## src/hdl/bis_pkg.sv

```systemverilog
// Shared types and constants of the bilinear image scaler.
// No dependencies; used by every module under hdl/.
package bis_pkg;

    localparam logic REQ_STORE   = 1'b0;
    localparam logic REQ_COMPUTE = 1'b1;

    localparam logic [2:0] CFG_SRC_WIDTH  = 3'd0;
    localparam logic [2:0] CFG_SRC_HEIGHT = 3'd1;
    localparam logic [2:0] CFG_DST_WIDTH  = 3'd2;
    localparam logic [2:0] CFG_DST_HEIGHT = 3'd3;
    localparam logic [2:0] CFG_RATIO_X    = 3'd4;
    localparam logic [2:0] CFG_RATIO_Y    = 3'd5;

    localparam logic [9:0]  SRC_WIDTH_RST  = 10'd512;
    localparam logic [9:0]  SRC_HEIGHT_RST = 10'd512;
    localparam logic [10:0] DST_WIDTH_RST  = 11'd480;
    localparam logic [10:0] DST_HEIGHT_RST = 11'd640;
    localparam logic [25:0] RATIO_X_RST    = 26'd69905;
    localparam logic [25:0] RATIO_Y_RST    = 26'd52428;

    typedef struct packed {
        logic       req_type;
        logic [9:0] pos_x;
        logic [9:0] pos_y;
        logic [7:0] in_red;
        logic [7:0] in_green;
        logic [7:0] in_blue;
    } req_t;

    typedef struct packed {
        logic [9:0] out_x;
        logic [9:0] out_y;
        logic [7:0] out_red;
        logic [7:0] out_green;
        logic [7:0] out_blue;
        logic       out_of_range;
    } res_t;

    // one job handed in order from mapping to the frame port
    typedef struct packed {
        logic        compute;
        logic        oor;
        logic        wr_en;
        logic [9:0]  x;
        logic [9:0]  y;
        logic [23:0] pixel;
        logic [16:0] w00;
        logic [16:0] w01;
        logic [16:0] w10;
        logic [16:0] w11;
    } job_t;

    // travels alongside a frame read
    typedef struct packed {
        logic        valid;
        logic        first;
        logic        last;
        logic        oor;
        logic [16:0] weight;
        logic [9:0]  x;
        logic [9:0]  y;
    } tag_t;

    typedef enum logic [3:0] {
        PH_00 = 4'b0001,
        PH_01 = 4'b0010,
        PH_10 = 4'b0100,
        PH_11 = 4'b1000
    } phase_t;

endpackage

```

## src/hdl/bis_blend.sv

```systemverilog
// Weighted accumulation of the four neighbors and the result register.
// Depends on bis_pkg.
module bis_blend (
    input  logic          clk,
    input  logic          rst_n,
    input  bis_pkg::tag_t tag,
    input  logic [23:0]   rdata,
    output logic          done,
    output bis_pkg::res_t result
);

    logic [23:0]   acc_r_reg;
    logic [23:0]   acc_g_reg;
    logic [23:0]   acc_b_reg;
    logic          done_reg;
    bis_pkg::res_t res_reg;

    logic [23:0]   prod_r;
    logic [23:0]   prod_g;
    logic [23:0]   prod_b;
    logic [23:0]   sum_r;
    logic [23:0]   sum_g;
    logic [23:0]   sum_b;
    bis_pkg::res_t res_next;

    // weights total 65536, so 255 * 65536 bounds every sum
    assign prod_r = tag.oor ? '0 : {7'b0, tag.weight} * {16'b0, rdata[7:0]};
    assign prod_g = tag.oor ? '0 : {7'b0, tag.weight} * {16'b0, rdata[15:8]};
    assign prod_b = tag.oor ? '0 : {7'b0, tag.weight} * {16'b0, rdata[23:16]};
    assign sum_r  = (tag.first ? '0 : acc_r_reg) + prod_r;
    assign sum_g  = (tag.first ? '0 : acc_g_reg) + prod_g;
    assign sum_b  = (tag.first ? '0 : acc_b_reg) + prod_b;

    always_comb begin
        res_next              = '0;
        res_next.out_x        = tag.x;
        res_next.out_y        = tag.y;
        res_next.out_red      = sum_r[23:16];
        res_next.out_green    = sum_g[23:16];
        res_next.out_blue     = sum_b[23:16];
        res_next.out_of_range = tag.oor;
    end

    always_ff @(posedge clk or negedge rst_n) begin
        if (!rst_n) begin
            done_reg <= 1'b0;
        end else begin
            done_reg <= tag.valid && tag.last;
        end
    end

    always_ff @(posedge clk) begin
        if (tag.valid) begin
            acc_r_reg <= sum_r;
            acc_g_reg <= sum_g;
            acc_b_reg <= sum_b;
        end
        if (tag.valid && tag.last) begin
            res_reg <= res_next;
        end
    end

    assign done   = done_reg;
    assign result = res_reg;

endmodule

```

## config.mk

```make
export PLATFORM = sky130hd
export DESIGN_NAME = bis_blend
export DESIGN_NICKNAME = d
export VERILOG_FILES = /design/src/hdl/bis_pkg.sv /design/src/hdl/bis_blend.sv
export SDC_FILE = /design/constraint.sdc
export NUM_CORES = 1
export LEC_CHECK = 0
export ABC_AREA = 0
export BUFFER_PORTS_ARGS = -buffer_cell sky130_fd_sc_hd__buf_2
export CORE_MARGIN = 2
export CORE_UTILIZATION = 60
export CTS_CLUSTER_DIAMETER = 200
export DETAILED_ROUTE_END_ITERATION = 6
export GPL_TIMING_DRIVEN = 1
export PLACE_DENSITY = 0.79
export RECOVER_POWER = 100
export SLEW_MARGIN = 30
export SYNTH_ARGS = -nofsm -noshare
export SYNTH_HDL_FRONTEND = slang
export SYNTH_SLANG_ARGS = --single-unit
```

## constraint.sdc

```tcl
create_clock -name clk -period 8.61 [get_ports clk]
set_input_delay 0.4305 -clock clk [delete_from_list [all_inputs] [get_ports clk]]
set_output_delay 0.4305 -clock clk [all_outputs]
set_load 0.005 [all_outputs]
```

==> results by group <==
Hold path
  • Worst min-delay path class: in2reg
  • Min-Delay Endpoint: result[39]
  • Hold path depth: 1
  • Hold Crit Start: tag[14]

Status
  • Status: finished, violations left
  • Failing checks: max-capacitance violations, max-slew violations

Place
  • DP Cell Count: 2628
  • Post-DP HPWL: 34.54 mm
  • Area after DPL: 0.02084 sq mm
  • Placer Congestion: 0.8497
  • Port Buf Inserts: 112

Critical path
  • Worst Path Arrival: 7470 ps
  • Worst r2r src: acc_r_reg[6]
  • Worst Path Class, Setup: in2reg
  • Critical path startpoint category: input pin
  • R2R Path End: acc_r_reg[23]
  • WP data required: 8790 ps
  • Flop2flop setup slack: 4780 ps
  • Type of destination of the critical path: flip-flop
  • R2R cell count: 10
  • CP Max Fanout: 24

Clock network
  • CTS buffer count: 17
  • Clock slew at the register clock pins of the worst setup and hold paths: 60 ps
  • Clock sinks: 118
  • CTS root buf: clkbuf_16
  • Post-CTS Hold Fix Bufs: 1
  • TritonCTS clock tree: yes
  • Post-CTS sizing: 0
  • Post-CTS Setup Inserts: 0
  • Latest clock arrival within the worst-skew pair: 450 ps
  • Htree depth: 4
  • Bufs on Longest Clock Path: 2

Synthesis
  • Synth Net Count: 2680
  • Syn Inst Count: 2145
  • Unique cell type count in the Yosys netlist: 76
  • Post-synth EDFFs: 117
  • Synthesized cell area: 0.01995 sq mm
  • Mean Syn Cell Area: 9.303 sq um
  • Sequential area share after synthesis: 0.1773
  • Top FF cell, synth: edfxtp_1
  • Share of flip-flops with an asynchronous set or reset: 0.008475
  • Ys Warns: 0
  • Number of synthesized register bits: 118

Route
  • Drt first pass iters: 6
  • Routed wire length: 44.99 mm
  • Detail Route Antenna Nets: 0
  • Detailed Route Iter0 Violations: 828
  • DR vias: 15.06k
  • Wire per inst: 16.90 um
  • Vias per cell: 5.657
  • # DRC: 0

Floorplanning
  • Core Rows: 66
  • Starting Density: 0.6117
  • Die area: 0.03473 sq mm
  • Die Y: 186.4 um
  • Top Ports: 113
  • Core Footprint: 0.03262 sq mm
  • Die extent in x: 186.4 um

Timing
  • Endpoints failing hold: 0
  • Max Slew Vio Count: 199
  • RSZ-0062 raised after global routing: no
  • Setup_tns: 0 ps
  • Fin Clk Skew: 22.87 ps
  • Slew Limit Headroom: -1.130
  • Final setup vio count: 0
  • Min cycle time layout: 7291 ps
  • FMAX: 137.2 MHz
  • Smallest hold slack: 158.6 ps
  • Worst slew pin tran: 3195 ps
  • Final Cycle Share: 0.8468

Global routing
  • Largest net degree at the start of global routing: 63
  • Global route overflow: 0
  • Initial antenna violation count: 1
  • GRT Total Usage: 0.2701
  • Vias in the first global route: 15.93k
  • First-pass GRT wire length: 76.38 mm

Layout
  • Largest register FFs: 45
  • Finished Layout Cells: 2662
  • Fraction of layout cells with a size suffix above 1: 0.05858
  • Nets: 2741
  • Post-route cell area: 0.02125 sq mm
  • # fillers: 2657
  • Area growth syn-to-layout: 6.496%

Pwr
  • PwrDens: 324.5 mW/mm^2
  • Worst IR Drop VDD: 254.0 uV
  • LEAKAGE: 0.01018 uW
  • Design Power: 6897 uW

Job
  • Max cap viols: 5
[synthesized netlist by cell type, types with 2 or more instances]
library cell  number  share of area
inv_1            287          0.054
a2111oi_2          2         0.0015
nor2b_1           92          0.029
nor3_1            20         0.0050
o21ai_0           55          0.014
and2_1           279          0.087
nor4_1             5         0.0016
buf_1              2        0.00038
a21boi_0           3         0.0011
a21o_1            43          0.016
xnor2_1           80          0.035
nand2b_1          26         0.0082
nand2_1          176          0.033
a211oi_1          20         0.0075
o31ai_2            3         0.0019
a211o_1            3         0.0013
a21oi_1           84          0.021
o22ai_1            2        0.00063
fa_1             270           0.27
nor4b_1            2        0.00088
o21bai_1          10         0.0038
nand3_1           22         0.0055
o21ai_1            8         0.0020
edfxtp_1         117           0.18
o21ai_2            2        0.00088
nor3b_1            3         0.0011
or2_2              3        0.00094
ha_1             198           0.12
a31oi_1            8         0.0025
o211ai_1           7         0.0026
a221oi_1           2        0.00088
mux2_2             2         0.0011
clkbuf_1          72          0.014
nor2_1           122          0.023
o21a_1            21         0.0079
or3_1              6         0.0019
nand4_1            5         0.0016
a31o_2             3         0.0013
xor2_1            30          0.013
and3_1             9         0.0028
a2111oi_0          2        0.00088
o41ai_2            2         0.0016
a41o_1             2         0.0010
o31ai_1            3         0.0011
[cells in the final DEF, fill, tap and decap left out, types with 30 or more instances in the layout]
cell,n
inv_1,287
and2_1,271
fa_1,270
ha_1,198
nand2_1,176
nor2_1,122
edfxtp_1,117
nor2b_1,92
a21oi_1,85
buf_2,83
xnor2_1,80
o21ai_0,57
a21o_1,43
clkbuf_1,31
xor2_1,30
[routing by layer]
metal	up-vias	wire (um)	GRT usage
met5	-	0	0
met3	99	2662	0.04645
li1	7072	-	-
met2	461	22110	0.4611
met4	0	1275	0.09785
met1	7427	18940	0.3469
[cell families (layout without fill, tap and decap cells)]
| family | after synthesis | in the layout | synth area share |
|---|---|---|---|
| AO/OA/AOI/OAI | 305 | 305 | 0.1027 |
| XOR/XNOR | 111 | 111 | 0.04941 |
| adder cells (fa/ha/maj) | 468 | 468 | 0.3950 |
| buffers and inverters | 361 | 435 | 0.06791 |
| flip-flops | 118 | 118 | 0.1773 |
| multiplexers | 3 | 3 | 0.001630 |
| other | 0 | 1 | 0 |
| AND/OR/NAND/NOR | 779 | 779 | 0.2060 |
[critical path, cell delays in order]
cell and delay [ps]:
clkbuf_1 760, and2_0 280, fa_1 440, fa_1 470, fa_1 510, inv_1 50, fa_1 470, inv_1 40
ha_1 310, o21ai_0 180, nand2b_1 120, a22o_1 200, a211oi_1 580, a21oi_1 210, xnor2_1 240, nor2_1 80
ha_1 240, o41ai_1 860, o21ai_2 170, nand3b_1 200, a31oi_1 180, xnor3_1 420
[worst max-delay path by stage]
stage                     to      from  slack (ps)
2_1_floorplan  acc_r_reg[23]  rdata[2]        2310
3_3_place_gp   acc_r_reg[23]   tag[25]        1820
3_5_place_dp   acc_r_reg[23]   tag[25]        1660
4_1_cts        acc_r_reg[23]   tag[25]        2110
5_1_grt        acc_r_reg[23]   tag[21]         920
6_report       acc_r_reg[23]   tag[21]        1320
[power breakdown]
group          switching (uW)  internal (uW)  total, uW  leakage, uW
registers                46.1           1070       1110      0.00116
clock network             308            383        691     0.000270
logic                    2910           2180       5090      0.00875
total                    3270           3630       6900       0.0102
[through the flow]
step	worst slack [ps]	utilization
final	1319	0.6515
after global placement	1821	0.6379
after floorplan	2306	-
after global routing	920.5	0.6514
after detailed placement	1656	0.6388
after CTS	2112	0.6562
[area by class of cell]
type / instances / area, sq um / share of cell area
multi-input cells: 1666 / 14970 / 0.7045
clock inverters: 14 / 118.9 / 0.005593
diodes: 1 / 2.502 / 0.0001178
flip-flops and latches: 118 / 3538 / 0.1665
inverters: 287 / 1077 / 0.05069
clock buffers: 18 / 439.2 / 0.02067
repair buffers: 116 / 549.3 / 0.02585
well taps: 442 / 553.0 / 0.02602
Note: power is estimated with default switching activity, not from simulation.
