<file path="src/hdl/bis_pkg.sv">
// Shared types and constants of the bilinear image scaler.
// No dependencies; used by every module under hdl/.
package bis_pkg;

    localparam logic REQ_STORE   = 1'b0;
    localparam logic REQ_COMPUTE = 1'b1;

    localparam logic [2:0] CFG_SRC_WIDTH  = 3'd0;
    localparam logic [2:0] CFG_SRC_HEIGHT = 3'd1;
    localparam logic [2:0] CFG_DST_WIDTH  = 3'd2;
    localparam logic [2:0] CFG_DST_HEIGHT = 3'd3;
    localparam logic [2:0] CFG_RATIO_X    = 3'd4;
    localparam logic [2:0] CFG_RATIO_Y    = 3'd5;

    localparam logic [9:0]  SRC_WIDTH_RST  = 10'd512;
    localparam logic [9:0]  SRC_HEIGHT_RST = 10'd512;
    localparam logic [10:0] DST_WIDTH_RST  = 11'd480;
    localparam logic [10:0] DST_HEIGHT_RST = 11'd640;
    localparam logic [25:0] RATIO_X_RST    = 26'd69905;
    localparam logic [25:0] RATIO_Y_RST    = 26'd52428;

    typedef struct packed {
        logic       req_type;
        logic [9:0] pos_x;
        logic [9:0] pos_y;
        logic [7:0] in_red;
        logic [7:0] in_green;
        logic [7:0] in_blue;
    } req_t;

    typedef struct packed {
        logic [9:0] out_x;
        logic [9:0] out_y;
        logic [7:0] out_red;
        logic [7:0] out_green;
        logic [7:0] out_blue;
        logic       out_of_range;
    } res_t;

    // one job handed in order from mapping to the frame port
    typedef struct packed {
        logic        compute;
        logic        oor;
        logic        wr_en;
        logic [9:0]  x;
        logic [9:0]  y;
        logic [23:0] pixel;
        logic [16:0] w00;
        logic [16:0] w01;
        logic [16:0] w10;
        logic [16:0] w11;
    } job_t;

    // travels alongside a frame read
    typedef struct packed {
        logic        valid;
        logic        first;
        logic        last;
        logic        oor;
        logic [16:0] weight;
        logic [9:0]  x;
        logic [9:0]  y;
    } tag_t;

    typedef enum logic [3:0] {
        PH_00 = 4'b0001,
        PH_01 = 4'b0010,
        PH_10 = 4'b0100,
        PH_11 = 4'b1000
    } phase_t;

endpackage

</file>
<file path="src/hdl/bis_map.sv">
// Coordinate mapping: Q10.16 scale, clamp to source, weights, frame addresses.
// Two pipeline stages; depends on bis_pkg.
module bis_map #(
    parameter int MAX_SRC_WIDTH  = 512,
    parameter int MAX_SRC_HEIGHT = 512,
    parameter int MAX_DST_SIDE   = 1024,
    localparam int XW  = $clog2(MAX_SRC_WIDTH),
    localparam int YW  = $clog2(MAX_SRC_HEIGHT),
    localparam int AW  = $clog2(MAX_SRC_WIDTH * MAX_SRC_HEIGHT)
) (
    input  logic                clk,
    input  logic                rst_n,
    input  logic                load,
    input  bis_pkg::req_t       req,
    input  logic [9:0]          src_width,
    input  logic [9:0]          src_height,
    input  logic [10:0]         dst_width,
    input  logic [10:0]         dst_height,
    input  logic [25:0]         ratio_x,
    input  logic [25:0]         ratio_y,
    input  logic                advance,
    output logic                ready,
    output logic                job_valid,
    output bis_pkg::job_t       job,
    output logic [AW-1:0]       row0,
    output logic [AW-1:0]       row1,
    output logic [XW-1:0]       col0,
    output logic [XW-1:0]       col1
);

    localparam int DCL = $clog2(MAX_DST_SIDE + 1);
    localparam int DW  = (DCL > 11) ? DCL : 11;
    localparam int XCL = $clog2(MAX_SRC_WIDTH + 1);
    localparam int LXW = (XCL > 10) ? XCL : 10;
    localparam int YCL = $clog2(MAX_SRC_HEIGHT + 1);
    localparam int LYW = (YCL > 10) ? YCL : 10;

    logic                s1_valid_reg;
    bis_pkg::req_t       s1_req_reg;
    logic                s1_oor_reg;
    logic [35:0]         s1_cx_reg;
    logic [35:0]         s1_cy_reg;

    logic                s2_valid_reg;
    bis_pkg::job_t       s2_job_reg;
    logic [AW-1:0]       s2_row0_reg;
    logic [AW-1:0]       s2_row1_reg;
    logic [XW-1:0]       s2_col0_reg;
    logic [XW-1:0]       s2_col1_reg;

    logic                s2_take;
    logic                s1_move;
    logic [DW-1:0]       dw_lim;
    logic [DW-1:0]       dh_lim;
    logic                oor_now;
    logic [LXW-1:0]      sw_lim;
    logic [LYW-1:0]      sh_lim;
    logic [XW-1:0]       last_x;
    logic [YW-1:0]       last_y;
    logic [19:0]         ix;
    logic [19:0]         iy;
    logic [XW-1:0]       x0;
    logic [XW-1:0]       x1;
    logic [YW-1:0]       y0;
    logic [YW-1:0]       y1;
    logic [XW-1:0]       xa;
    logic [YW-1:0]       ya;
    logic [8:0]          fx;
    logic [8:0]          fy;
    logic [8:0]          gx;
    logic [8:0]          gy;
    logic [17:0]         m00;
    logic [17:0]         m01;
    logic [17:0]         m10;
    logic [17:0]         m11;
    logic                compute;
    logic                st_ok;
    bis_pkg::job_t       job_next;

    assign s2_take = !s2_valid_reg || advance;
    assign s1_move = s1_valid_reg && s2_take;
    assign ready   = !s1_valid_reg || s2_take;

    // stage 1: out-of-range check and Q20.16 products
    assign dw_lim  = (DW'(dst_width) > DW'(MAX_DST_SIDE)) ? DW'(MAX_DST_SIDE) : DW'(dst_width);
    assign dh_lim  = (DW'(dst_height) > DW'(MAX_DST_SIDE)) ? DW'(MAX_DST_SIDE) : DW'(dst_height);
    assign oor_now = (DW'(req.pos_x) >= dw_lim) || (DW'(req.pos_y) >= dh_lim);

    always_ff @(posedge clk or negedge rst_n) begin
        if (!rst_n) begin
            s1_valid_reg <= 1'b0;
        end else if (load) begin
            s1_valid_reg <= 1'b1;
        end else if (s1_move) begin
            s1_valid_reg <= 1'b0;
        end
    end

    always_ff @(posedge clk) begin
        if (load) begin
            s1_req_reg <= req;
            s1_oor_reg <= oor_now;
            s1_cx_reg  <= 36'(ratio_x) * 36'(req.pos_x);
            s1_cy_reg  <= 36'(ratio_y) * 36'(req.pos_y);
        end
    end

    // stage 2: clamp, neighbors, weights, row bases
    assign sw_lim = (LXW'(src_width) > LXW'(MAX_SRC_WIDTH)) ?
                    LXW'(MAX_SRC_WIDTH) : LXW'(src_width);
    assign sh_lim = (LYW'(src_height) > LYW'(MAX_SRC_HEIGHT)) ?
                    LYW'(MAX_SRC_HEIGHT) : LYW'(src_height);
    assign last_x = (src_width == '0) ? '0 : XW'(sw_lim - 1'b1);
    assign last_y = (src_height == '0) ? '0 : YW'(sh_lim - 1'b1);

    assign ix = s1_cx_reg[35:16];
    assign iy = s1_cy_reg[35:16];
    assign x0 = (ix > 20'(last_x)) ? last_x : XW'(ix);
    assign y0 = (iy > 20'(last_y)) ? last_y : YW'(iy);
    assign x1 = (x0 == last_x) ? last_x : x0 + 1'b1;
    assign y1 = (y0 == last_y) ? last_y : y0 + 1'b1;

    assign fx  = {1'b0, s1_cx_reg[15:8]};
    assign fy  = {1'b0, s1_cy_reg[15:8]};
    assign gx  = 9'd256 - fx;
    assign gy  = 9'd256 - fy;
    assign m00 = gx * gy;
    assign m01 = gx * fy;
    assign m10 = fx * gy;
    assign m11 = fx * fy;

    assign compute = (s1_req_reg.req_type == bis_pkg::REQ_COMPUTE);
    assign st_ok   = (13'(s1_req_reg.pos_x) < 13'(MAX_SRC_WIDTH)) &&
                     (13'(s1_req_reg.pos_y) < 13'(MAX_SRC_HEIGHT));
    assign xa      = compute ? x0 : XW'(s1_req_reg.pos_x);
    assign ya      = compute ? y0 : YW'(s1_req_reg.pos_y);

    always_comb begin
        job_next         = '0;
        job_next.compute = compute;
        job_next.oor     = s1_oor_reg;
        job_next.wr_en   = st_ok;
        job_next.x       = s1_req_reg.pos_x;
        job_next.y       = s1_req_reg.pos_y;
        job_next.pixel   = {s1_req_reg.in_blue, s1_req_reg.in_green, s1_req_reg.in_red};
        job_next.w00     = m00[16:0];
        job_next.w01     = m01[16:0];
        job_next.w10     = m10[16:0];
        job_next.w11     = m11[16:0];
    end

    always_ff @(posedge clk or negedge rst_n) begin
        if (!rst_n) begin
            s2_valid_reg <= 1'b0;
        end else if (s1_move) begin
            s2_valid_reg <= 1'b1;
        end else if (advance) begin
            s2_valid_reg <= 1'b0;
        end
    end

    always_ff @(posedge clk) begin
        if (s1_move) begin
            s2_job_reg  <= job_next;
            s2_row0_reg <= AW'(ya) * AW'(MAX_SRC_WIDTH);
            s2_row1_reg <= AW'(y1) * AW'(MAX_SRC_WIDTH);
            s2_col0_reg <= xa;
            s2_col1_reg <= x1;
        end
    end

    assign job_valid = s2_valid_reg;
    assign job       = s2_job_reg;
    assign row0      = s2_row0_reg;
    assign row1      = s2_row1_reg;
    assign col0      = s2_col0_reg;
    assign col1      = s2_col1_reg;

endmodule

</file>
<file path="config.mk">
export PLATFORM = sky130hd
export DESIGN_NAME = bis_map
export DESIGN_NICKNAME = d
export VERILOG_FILES = /design/src/hdl/bis_pkg.sv /design/src/hdl/bis_map.sv
export SDC_FILE = /design/constraint.sdc
export NUM_CORES = 2
export LEC_CHECK = 0
export ABC_AREA = 1
export ABC_CLOCK_PERIOD_IN_PS = 11800
export BUFFER_PORTS_ARGS = -buffer_cell sky130_fd_sc_hd__buf_4
export CAP_MARGIN = 0
export CORE_MARGIN = 2
export CORE_UTILIZATION = 40
export CTS_BUF_LIST = sky130_fd_sc_hd__clkbuf_4
export DETAILED_ROUTE_END_ITERATION = 10
export PLACE_DENSITY = 0.69
export SLEW_MARGIN = 20
export SYNTH_ARGS = -nofsm -noshare
export SYNTH_HDL_FRONTEND = slang
export SYNTH_SLANG_ARGS = --single-unit
</file>
<file path="constraint.sdc">
create_clock -name clk -period 11.8 [get_ports clk]
set_input_delay 1.77 -clock clk [delete_from_list [all_inputs] [get_ports clk]]
set_output_delay 1.77 -clock clk [all_outputs]
set_load 0.005 [all_outputs]
</file>
==> metrics.txt <==
# TYPE chip_impl_metric gauge
chip_impl_metric{name="syn-instance-count",unit=""} 4461
chip_impl_metric{name="hold_violations",unit=""} 0
chip_impl_metric{name="wl_per_cell",unit="µm"} 15.89
chip_impl_metric{name="placement.io_buffers",unit=""} 294
chip_impl_metric{name="syn-mean-instance-area",unit="µm²"} 8.308
chip_impl_metric{name="worst-path-max-fanout",unit=""} 14
chip_impl_info{name="clock-root-buffer",value="sky130_fd_sc_hd__clkbuf_4"} 1
chip_impl_metric{name="grt_usage",unit="%"} 20.57
chip_impl_info{name="top_delay_family_on_crit_path",value="adder cells"} 1
chip_impl_metric{name="floorplan.initialDensity",unit="%"} 40.37
chip_impl_metric{name="synth-seq-area-share",unit="%"} 20.31
chip_impl_metric{name="hold-worst-slack",unit="ns"} 0.4118
chip_impl_metric{name="yosys_synthesis_warning_count",unit=""} 0
chip_impl_info{name="timing.critical_path.mode_cell",value="sky130_fd_sc_hd__inv_1"} 1
chip_impl_info{name="synth_common_cells",value="sky130_fd_sc_hd__inv_1, sky130_fd_sc_hd__nand2_1, sky130_fd_sc_hd__fa_1"} 1
chip_impl_metric{name="ff_latch_area",unit="µm²"} 7527
chip_impl_metric{name="postSynth.asyncResetShare",unit="%"} 0.7968
chip_impl_metric{name="period_needed",unit="ns"} 6.615
chip_impl_metric{name="cts_made_buffers",unit=""} 75
chip_impl_metric{name="synth_seq_cells",unit=""} 251
chip_impl_metric{name="die_width",unit="µm"} 308.4
chip_impl_metric{name="floorplan.rows",unit=""} 111
chip_impl_metric{name="floorplan.die_area",unit="µm²"} 95100
chip_impl_metric{name="totalWireLength",unit="µm"} 95030
chip_impl_metric{name="tightestPinTransition",unit="ns"} 0.9893
chip_impl_info{name="path_cells",value="inv_1, ha_1, xnor2_1, clkinv_1, nor2_1, fa_1, inv_1, fa_1, inv_1, fa_1, inv_1, fa_1, inv_1, ha_1, nand2_1, inv_1, a21oi_1, o21bai_1, a21oi_1, o21ai_0, nand2_1, nand2_1, a21oi_1, xor2_1"} 1
chip_impl_metric{name="cp.arrival",unit="ns"} 7.17
chip_impl_metric{name="detailedRoute.firstIterationViolations",unit=""} 1778
chip_impl_info{name="worstSetupPathType",value="reg -> reg"} 1
chip_impl_metric{name="synth-edff-count",unit=""} 249
chip_impl_metric{name="rrSetupSlack",unit="ns"} 5.18
chip_impl_metric{name="synth.top_cell.area_share",unit="%"} 29.55
chip_impl_metric{name="crit_path_max_incr_delay",unit="ns"} 0.80
chip_impl_metric{name="slew_headroom",unit="%"} 34.05
chip_impl_info{name="cts_tree",value="yes"} 1
chip_impl_metric{name="grt_antenna_before_repair",unit=""} 6
chip_impl_metric{name="final.fill_count",unit=""} 9037
chip_impl_metric{name="max_freq",unit="GHz"} 0.1512
chip_impl_info{name="synth-main-ff-cell",value="sky130_fd_sc_hd__edfxtp_1"} 1
chip_impl_metric{name="slew_violations",unit=""} 0
chip_impl_metric{name="number_of_primary_i_o_pins",unit=""} 314
chip_impl_metric{name="synth_cell_types",unit=""} 56
chip_impl_metric{name="worst-endpoint-required",unit="ns"} 12.36
chip_impl_metric{name="layout_worst_path_cycle_share",unit="%"} 56.06
chip_impl_metric{name="clk_pin_slew",unit="ns"} 0.07
chip_impl_metric{name="grt_first_pass_wirelength",unit="µm"} 154700
chip_impl_metric{name="drt_first_pass_iters",unit=""} 6
chip_impl_metric{name="grt_pass1_vias",unit=""} 29930
chip_impl_metric{name="gp_congestion",unit=""} 0.8933
chip_impl_metric{name="timing.clock.skew",unit="ns"} 0.08140
chip_impl_metric{name="maxCapViolations",unit=""} 0
chip_impl_info{name="post-synth-top-count-cell",value="sky130_fd_sc_hd__inv_1"} 1
chip_impl_metric{name="layout-area-overhead-vs-synth",unit="%"} 10.78
chip_impl_metric{name="worst_slack",unit="ns"} 5.185
chip_impl_info{name="rsz0062_at_grt",value="false"} 1
chip_impl_metric{name="worstSkewPairLatency",unit="ns"} 0.85
chip_impl_metric{name="htreeDepth",unit=""} 3
chip_impl_metric{name="route.vias.total",unit=""} 29010
chip_impl_metric{name="post_cts_hold_fix_bufs",unit=""} 0
chip_impl_metric{name="tns_setup",unit="ns"} 0
chip_impl_info{name="crit_slowest_cell",value="sky130_fd_sc_hd__edfxtp_1"} 1
chip_impl_metric{name="grt_max_degree",unit=""} 71
chip_impl_info{name="worstSetupEndpointType",value="flip-flop"} 1
chip_impl_metric{name="setup_viol",unit=""} 0
chip_impl_info{name="worst_hold_path_type",value="reg -> reg"} 1
chip_impl_metric{name="maximum_root_to_sink_buffer_count",unit=""} 3
chip_impl_metric{name="timing.critical_path.buf_inv",unit=""} 7
chip_impl_metric{name="tritoncts_num_sinks",unit=""} 251
chip_impl_metric{name="detailed_place_hpwl",unit="µm"} 76180
chip_impl_metric{name="synth.cell_area",unit="µm²"} 37060
chip_impl_metric{name="route.antenna.remaining_nets",unit=""} 0
chip_impl_info{name="run_status",value="complete, no violations"} 1
chip_impl_metric{name="multiInputGateArea",unit="µm²"} 24320
chip_impl_metric{name="vias_per_cell",unit=""} 4.850
chip_impl_metric{name="post_route_cells_drive_above_1_share",unit="%"} 10.44
chip_impl_metric{name="post_cts_buffers",unit=""} 0
chip_impl_metric{name="core",unit="µm²"} 91800
chip_impl_metric{name="place_ws",unit="ns"} 4.666
chip_impl_metric{name="grt.overflow.total",unit=""} 0
chip_impl_info{name="kind_of_start_point_of_the_critical_path",value="flip-flop"} 1
chip_impl_info{name="synth_top_cell_by_area",value="sky130_fd_sc_hd__fa_1"} 1
chip_impl_metric{name="largest_reg_flops",unit=""} 111
chip_impl_metric{name="postCtsResizedCells",unit=""} 0
chip_impl_info{name="synth.area.top_cells",value="sky130_fd_sc_hd__fa_1, sky130_fd_sc_hd__edfxtp_1, sky130_fd_sc_hd__inv_1"} 1
chip_impl_metric{name="drt_drc_violations_left",unit=""} 0
chip_impl_metric{name="finish.net_count",unit=""} 5705
chip_impl_metric{name="die_y",unit="µm"} 308.4
## routing by layer
layer / global-route usage [%] / vias to the layer above / share of wire [%]
met5: 0 / - / 0
met4: 6.659 / 0 / 3.1
met3: 4.762 / 191 / 7.8
met2: 34.28 / 924 / 48
met1: 26.39 / 14120 / 42
li1: - / 13770 / -
## cells in the final DEF (no fill, tap or decap), types with 16 or more instances in the layout
cell / n
sky130_fd_sc_hd__inv_1: 1177
sky130_fd_sc_hd__nand2_1: 1081
sky130_fd_sc_hd__fa_1: 547
sky130_fd_sc_hd__ha_1: 328
sky130_fd_sc_hd__buf_4: 303
sky130_fd_sc_hd__edfxtp_1: 249
sky130_fd_sc_hd__nor2_1: 208
sky130_fd_sc_hd__a21oi_1: 152
sky130_fd_sc_hd__clkbuf_4: 100
sky130_fd_sc_hd__nand3_1: 97
sky130_fd_sc_hd__xor2_1: 81
sky130_fd_sc_hd__o21ai_0: 77
sky130_fd_sc_hd__xnor2_1: 43
sky130_fd_sc_hd__nand4_1: 39
sky130_fd_sc_hd__clkinv_1: 22
sky130_fd_sc_hd__nor3_1: 19
sky130_fd_sc_hd__conb_1: 19
sky130_fd_sc_hd__a31oi_1: 18
sky130_fd_sc_hd__inv_2: 16
## final timing paths
kind                                         from                       end  cells after the start
max                        s1_cx_reg[9]$_DFFE_PP_         job[49]$_DFFE_PP_                     24
min                        job_next[71]$_DFFE_PP_         job[71]$_DFFE_PP_                      0
max reg2reg                s1_cx_reg[9]$_DFFE_PP_         job[49]$_DFFE_PP_                     24
min reg2reg                job_next[71]$_DFFE_PP_         job[71]$_DFFE_PP_                      0
max in group asynchronous                   rst_n  s1_valid_reg$_DFFE_PN0P_                      1
min in group asynchronous                   rst_n     job_valid$_DFFE_PN0P_                      1
## per-stage QoR
stage / utilization, % / instances / instance area, µm²
floorplan: - / 4479 / 37130
CTS: 44.71 / 5977 / 41040
global placement: 43.78 / 5853 / 40190
global route: 44.72 / 5981 / 41050
detailed placement: 43.78 / 5853 / 40190
finish: 44.72 / 5982 / 41060
## cell type report
class | instances | share of cell area [%]
multi-input combinational | 2855 | 59.23
sequential | 251 | 18.33
inverter | 1201 | 10.99
timing repair buffer | 303 | 5.540
tap | 1243 | 3.788
clock buffer | 100 | 1.828
clock inverter | 24 | 0.2590
antenna | 5 | 0.03047
## worst reg2reg max path: stages (launching register included)
cell and delay (ns):
sky130_fd_sc_hd__edfxtp_1 0.80, sky130_fd_sc_hd__inv_1 0.25, sky130_fd_sc_hd__ha_1 0.31, sky130_fd_sc_hd__xnor2_1 0.67, sky130_fd_sc_hd__clkinv_1 0.58, sky130_fd_sc_hd__nor2_1 0.30
sky130_fd_sc_hd__fa_1 0.46, sky130_fd_sc_hd__inv_1 0.09, sky130_fd_sc_hd__fa_1 0.40, sky130_fd_sc_hd__inv_1 0.09, sky130_fd_sc_hd__fa_1 0.42, sky130_fd_sc_hd__inv_1 0.08
sky130_fd_sc_hd__fa_1 0.40, sky130_fd_sc_hd__inv_1 0.06, sky130_fd_sc_hd__ha_1 0.27, sky130_fd_sc_hd__nand2_1 0.09, sky130_fd_sc_hd__inv_1 0.04, sky130_fd_sc_hd__a21oi_1 0.22
sky130_fd_sc_hd__o21bai_1 0.09, sky130_fd_sc_hd__a21oi_1 0.20, sky130_fd_sc_hd__o21ai_0 0.17, sky130_fd_sc_hd__nand2_1 0.09, sky130_fd_sc_hd__nand2_1 0.05, sky130_fd_sc_hd__a21oi_1 0.14
sky130_fd_sc_hd__xor2_1 0.08
## cells by family (layout without fill, tap and decap cells)
logic type	count (synthesis)	count (layout)	synth area share [%]
buffers and inverters	1373	1628	14.28
AOI/OAI and AO/OA	323	323	5.000
and+or+nand+nor	1514	1514	16.85
adders and majority gates	875	875	40.62
other	1	24	0.01012
xor gates and xnor gates	124	124	2.930
DFF	251	251	20.31
Power is not shown: default switching activity piles up to over one toggle a cycle in this logic, so the estimate is an artifact.
